**config.mk**
```make
export PLATFORM = sky130hd
export DESIGN_NAME = tam_sqrt
export DESIGN_NICKNAME = d
export VERILOG_FILES = /design/src/hdl/tam_pkg.sv /design/src/hdl/tam_sqrt.sv
export SDC_FILE = /design/constraint.sdc
export NUM_CORES = 2
export LEC_CHECK = 0
export BUFFER_PORTS_ARGS = -buffer_cell sky130_fd_sc_hd__buf_2
export CAP_MARGIN = 10
export CORE_ASPECT_RATIO = 2
export CORE_MARGIN = 2
export CORE_UTILIZATION = 41
export DETAILED_ROUTE_END_ITERATION = 7
export GPL_TIMING_DRIVEN = 1
export PLACE_DENSITY = 0.62
export SYNTH_ARGS = -nofsm -noshare
export SYNTH_HDL_FRONTEND = slang
export SYNTH_SLANG_ARGS = --single-unit
```
**constraint.sdc**
```tcl
create_clock -name clock -period 11.9 [get_ports clock]
set_input_delay 2.38 -clock clock [delete_from_list [all_inputs] [get_ports clock]]
set_output_delay 2.38 -clock clock [all_outputs]
set_load 0.05 [all_outputs]
```
**src/hdl/tam_pkg.sv**
```systemverilog
// shared types, constants and fixed-point helpers for the actuator mixer
`timescale 1ns / 1ps
package tam_pkg;
   localparam int CW = 31;
   localparam int QF = 16;
   localparam int NUM_REGS = 7;
   localparam int IDX_W = 3;
   localparam int DIV_PIPE = 49;
   localparam int SQRT_PIPE = 24;
   localparam logic signed [31:0] DEG_PER_RAD = 32'sd3754936;
   localparam logic [IDX_W-1:0] REG_LIFT   = 3'd0;
   localparam logic [IDX_W-1:0] REG_THRUST = 3'd1;
   localparam logic [IDX_W-1:0] REG_ARM    = 3'd2;
   localparam logic [IDX_W-1:0] REG_PITCH  = 3'd3;
   localparam logic [IDX_W-1:0] REG_YAW    = 3'd4;
   localparam logic [IDX_W-1:0] REG_MLIM   = 3'd5;
   localparam logic [IDX_W-1:0] REG_SLIM   = 3'd6;
   localparam logic signed [31:0] QMAX = 32'sh7fffffff;
   localparam logic signed [31:0] QMIN = 32'sh80000000;

   typedef struct packed {
      logic [CW-1:0] kl;
      logic [CW-1:0] kt;
      logic [CW-1:0] arm;
      logic [CW-1:0] kp;
      logic [CW-1:0] km;
      logic [CW-1:0] mlim;
      logic [CW-1:0] slim;
   } coeff_type;

   function automatic logic signed [31:0] sat64(input logic signed [63:0] x);
      if (x > 64'sh7fffffff) sat64 = QMAX;
      else if (x < -64'sh80000000) sat64 = QMIN;
      else sat64 = x[31:0];
   endfunction

   // truncating q16 product of two 32 bit signed values
   function automatic logic signed [31:0] qmul(input logic signed [31:0] a,
                                               input logic signed [31:0] b);
      logic signed [63:0] p;
      logic signed [63:0] t;
      p = 64'(a) * 64'(b);
      t = (p < 0) ? -((-p) >>> QF) : (p >>> QF);
      qmul = sat64(t);
   endfunction

   function automatic logic signed [31:0] qadd(input logic signed [31:0] a,
                                               input logic signed [31:0] b);
      qadd = sat64(64'(a) + 64'(b));
   endfunction

   function automatic logic signed [31:0] qsub(input logic signed [31:0] a,
                                               input logic signed [31:0] b);
      qsub = sat64(64'(a) - 64'(b));
   endfunction

   function automatic logic signed [31:0] ucoef(input logic [CW-1:0] c);
      ucoef = signed'({1'b0, c});
   endfunction
endpackage

```
**src/hdl/tam_sqrt.sv**
```systemverilog
// pipelined integer square root of a 48 bit value, one result bit per stage
`timescale 1ns / 1ps
module tam_sqrt #(
   parameter int SIDE_W = 1
) (
   input  logic clock,
   input  logic adv,
   input  logic [47:0] val,
   input  logic [SIDE_W-1:0] side_in,
   output logic [23:0] root,
   output logic [SIDE_W-1:0] side_out
);
   import tam_pkg::*;
   localparam int ST = SQRT_PIPE + 1;

   logic [47:0] v_ff [ST];
   logic [49:0] r_ff [ST];
   logic [23:0] q_ff [ST];
   logic [SIDE_W-1:0] sd_ff [ST];

   always_ff @(posedge clock) begin
      if (adv) begin
         v_ff[0] <= val;
         r_ff[0] <= '0;
         q_ff[0] <= '0;
         sd_ff[0] <= side_in;
         for (int i = 1; i < ST; i++) begin
            logic [49:0] tr;
            logic [49:0] tt;
            tr = {r_ff[i-1][47:0], v_ff[i-1][47:46]};
            tt = {24'd0, q_ff[i-1], 2'b01};
            if (tr >= tt) begin
               r_ff[i] <= tr - tt;
               q_ff[i] <= {q_ff[i-1][22:0], 1'b1};
            end else begin
               r_ff[i] <= tr;
               q_ff[i] <= {q_ff[i-1][22:0], 1'b0};
            end
            v_ff[i] <= {v_ff[i-1][45:0], 2'b00};
            sd_ff[i] <= sd_ff[i-1];
         end
      end
   end

   assign root = q_ff[ST-1];
   assign side_out = sd_ff[ST-1];
endmodule

```
---- After elaboration in Yosys (flattened, before gate mapping) ----
Memories as Yosys holds them, arrays and structs flattened.
Index checks and enable logic that the tools add are counted.
cells by class
  $add $sub $neg .......................... 24
  magnitude comparators ................... 24
  multiplexer cells ....................... 194
  bitwise gates (word level) .............. 48
operators with widths
  cell              count
  $ge A50 B26 Y1    24
  $mux W50          24
  $sub A50 B26 Y50  24
  $mux W24          24
  $mux W1           146
  $or A1 B1 Y1      48
storage, ports and cells
  bits in registers ....................... 0
  memory bits (writable) .................. 3,075
  input port bits ......................... 51
  output and inout port bits .............. 25
  word-level logic and storage cells ...... 294
  memories ................................ 4
memory list
  name   words  width  read ports  clocked after memory_dff  write ports  RTL line        text
  r_ff   25     50     24          0                         25           tam_sqrt.sv:17  logic [49:0] r_ff [ST];
  v_ff   25     48     24          0                         25           tam_sqrt.sv:16  logic [47:0] v_ff [ST];
  q_ff   25     24     25          0                         25           tam_sqrt.sv:18  logic [23:0] q_ff [ST];
  sd_ff  25     1      25          0                         25           tam_sqrt.sv:19  logic [SIDE_W-1:0] sd_ff [ST];

---- Depth between registers and ports, before layout ----
  depth after elaboration ................. 5
  depth in mapped cells ................... 15
  depth with buffers taken out ............ 11

---- Least setup slack after synthesis ----
No wires, ideal clock.
  kind .................................... input to register
  from .................................... in adv
  to ...................................... mem q_ff[20][4], in the netlist q_ff[1][100] (enable)
  library setup time ...................... 450 ps
  data arrival time ....................... 5,251 ps
  required time ........................... 11,450 ps
  path slack .............................. 6,199 ps
  stages .................................. 5
  path buffers ............................ 5
  cell sequence ........................... clkbuf_1 clkbuf_1 clkbuf_1 clkbuf_1 clkbuf_1
RTL lines
  item         RTL line        text
  from (decl)  tam_sqrt.sv:7   input logic adv,
  to (decl)    tam_sqrt.sv:18

==> results.sh <==
export IMPL_outcome="complete, no violations"
export IMPL_area_growth_pct=10.8
export IMPL_clkPwrFrac_pct=33.0
export IMPL_viasPerCell=5.35
export IMPL_maxSlewHeadroom_pct=13.9
export IMPL_drtIter0Drc=2944
export IMPL_period_minus_slack_ps=5960
export IMPL_setup_viol=0
export IMPL_fillers=19965
export IMPL_cpMostUsedCell="buf_4"
export IMPL_cts_tree="yes"
export IMPL_drc=0
export IMPL_final_cell_count_no_fill=10429
export IMPL_wl_mm=216
export IMPL_drive_above_1_share_pct=7.34
export IMPL_seqPwrFrac_pct=50.3
export IMPL_portBuffers=75
export IMPL_insertion_delay_ps=870
export IMPL_die_area_um2=228000
export IMPL_grt_pass1_wl_mm=324
export IMPL_final_common_cell="edfxtp_1"
export IMPL_yosysWarnings=0
export IMPL_yosysSeqAreaShare_pct=63.9
export IMPL_synthTopCellsByArea="edfxtp_1 (64%), xor2_1 (4.7%), ha_1 (4.5%)"
export IMPL_cp_slowest_stage_delay_ps=670
export IMPL_worst_path_dominant_cell_family="buffers and inverters"
export IMPL_grt_max_degree=136
export IMPL_clk_transition_reported_paths_ps=70
export IMPL_swShare_pct=27.3
export IMPL_synthCells=7163
export IMPL_synth_cell_types=91
export IMPL_yosys_area_top_type="edfxtp_1"
export IMPL_io_pins=76
export IMPL_final_hold_violation_count=0
export IMPL_synth_edf_count=1950
export IMPL_path_buf_inv=3
export IMPL_worstMarginPinSlew_ps=1280
export IMPL_hold_buffers=0
export IMPL_grt_antenna_before_repair=5
export IMPL_firstDrtPassIters=8
export IMPL_crit_slowest_cell="buf_4"
export IMPL_p_switching_mw=4.88
export IMPL_die_w_um=338
export IMPL_p_per_area_nw_per_um2=176
export IMPL_synth_top_area_share_pct=63.9
export IMPL_hp_class="flop to flop"
export IMPL_clock_tree_buffer_depth=4
export IMPL_rsz0062_at_grt="false"
export IMPL_final_max_slew_violation_count=0
export IMPL_clock_skew_ps=84.9
export IMPL_ys_ff_latch=1951
export IMPL_worstPathArrival_ps=6510
export IMPL_tns_ps=0
export IMPL_fmax_mhz=168
export IMPL_cts_sinks=1951
export IMPL_crit_type="primary input to flop"
export IMPL_drv_cap=0
export IMPL_nets=7699
export IMPL_cp_max_fo=84
export IMPL_rows=245
export IMPL_ant_nets=0
export IMPL_syn_avg_cell_area_um2=12.8
export IMPL_dp_hpwl_mm=165
export IMPL_grt_pass1_vias=59865
export IMPL_wire_per_inst_um=20.7
export IMPL_htreeDepth=4
export IMPL_core_um2=223000
export IMPL_synth_ff_type="edfxtp_1"
export IMPL_vias=55772
export IMPL_syn_area_um2=91700
export IMPL_cts_setup_buffers=0
export IMPL_cts_root_buf="clkbuf_16"
export IMPL_place_ws_ps=5090
export IMPL_worst_slack_ps=5940
export IMPL_combinationalPowerShare_pct=16.7
export IMPL_routabilityCongestion=0.978
export IMPL_required_ps=12460
export IMPL_irDropWorstVdd_mv=0.145
export IMPL_p_leak_nw=36.5
export IMPL_syn_nets=7541
export IMPL_ctsResizeCount=0
export IMPL_cp_start_kind="primary input"
export IMPL_cts_buffers_inserted=186
export IMPL_final_cell_mix="edfxtp_1 (1,950), nand2_1 (583), xor2_1 (488)"
export IMPL_path_cells="buf_12 -> buf_4 -> buf_4 -> nor4b_1 -> nand4_1 -> a31oi_1 -> nand2_1 -> a2111o_1 -> nand3_1 -> or4_1 -> nor3_1 -> xor2_1"
export IMPL_initial_core_util_pct=41.2
export IMPL_die_h_um=673
export IMPL_grt_usage_pct=18.6
export IMPL_finalCritPeriodShare_pct=50.1
export IMPL_p_int_mw=13.0
export IMPL_dp_cells=10095
export IMPL_ys_async_sr_fraction_pct=0
export IMPL_overflow=0
export IMPL_critPathCaptureType="flop"
export IMPL_fin_util_pct=45.6
[power by group through the flow]
stage	Clock, mW	Combinational (mW)	Sequential (mW)
2_1_floorplan	0	2.15	8.95
4_1_cts	6.07	2.98	8.98
6_report	5.90	2.98	8.99
3_3_place_gp	0	2.89	9.10
5_1_grt	6.30	3.27	9.06
3_5_place_dp	0	2.97	9.12
[logic make-up after synthesis]
| logic type | share of synthesized area, % |
|---|---|
| AO/OA/AOI/OAI | 7.08 |
| buffers and inverters | 2.45 |
| AND/OR/NAND/NOR | 13.4 |
| flip-flops | 63.9 |
| XOR/XNOR | 8.29 |
| multiplexers | 0.431 |
| adder cells (fa/ha/maj) | 4.46 |
[path summary, 6_finish.rpt]
path | slack [ps] | depth (start not counted) | from | end
setup / recovery | 5940 | 12 | adv | r_ff[2][81]
hold / removal | 360 | 0 | v_ff[0][202] | v_ff[0][252]
setup reg to reg | 6980 | 11 | r_ff[2][304] | r_ff[2][389]
hold reg to reg | 360 | 0 | v_ff[0][202] | v_ff[0][252]
[cell usage after synthesis (29+ instances only)]
master and instances:
a211oi_1 30, a21o_1 111, a21oi_1 242, and2_1 38
clkbuf_1 136, edfxtp_1 1950, ha_1 327, inv_1 398
nand2_1 583, nand2b_1 125, nand3_1 145, nand3b_1 29
nand4_1 76, nor2_1 465, nor2b_1 49, nor3_1 256
nor4_1 181, o21a_1 56, o21ai_0 352, o31ai_1 40
or2_2 55, or3_1 132, or4_1 90, xnor2_1 379
xor2_1 488
[stage by stage]
| step | instance area [um2] | hold WS, ps | power, mW |
|---|---|---|---|
| 6_report | 102000 | 361 | 17.9 |
| 5_1_grt | 102000 | 353 | 18.6 |
| 4_1_cts | 102000 | 359 | 18.0 |
| 3_5_place_dp | 95600 | 405 | 12.1 |
| 3_3_place_gp | 95600 | 400 | 12.0 |
| 2_1_floorplan | 91700 | 400 | 11.1 |
[sequential cells by signal, indices dropped and copies added, names as in the netlist]
| signal | count |
|---|---|
| v_ff | 600 |
| q_ff | 300 |
| sd_ff | 25 |
| r_ff | 1026 |
[area by class of cell]
class                           instances  area [um2]  area share (%)
Multi-Input combinational cell       4639       30900            30.4
Clock buffer                          217        4810            4.74
Antenna cell                            2        5.00         0.00493
Sequential cell                      1951       58600            57.7
Timing Repair Buffer                  143         933           0.919
Inverter                              400        1500            1.48
Clock inverter                        113        1120            1.10
Tap cell                             2964        3710            3.65
[per-layer routing]
metal	vias up	share of wire, %	GRT usage, %
li1	26714	-	-
met1	27117	25	11.7
met2	1160	62	41.4
met3	781	2.3	2.00
met4	0	11	17.8
met5	-	0	0
(Power assumes the default switching activity.)
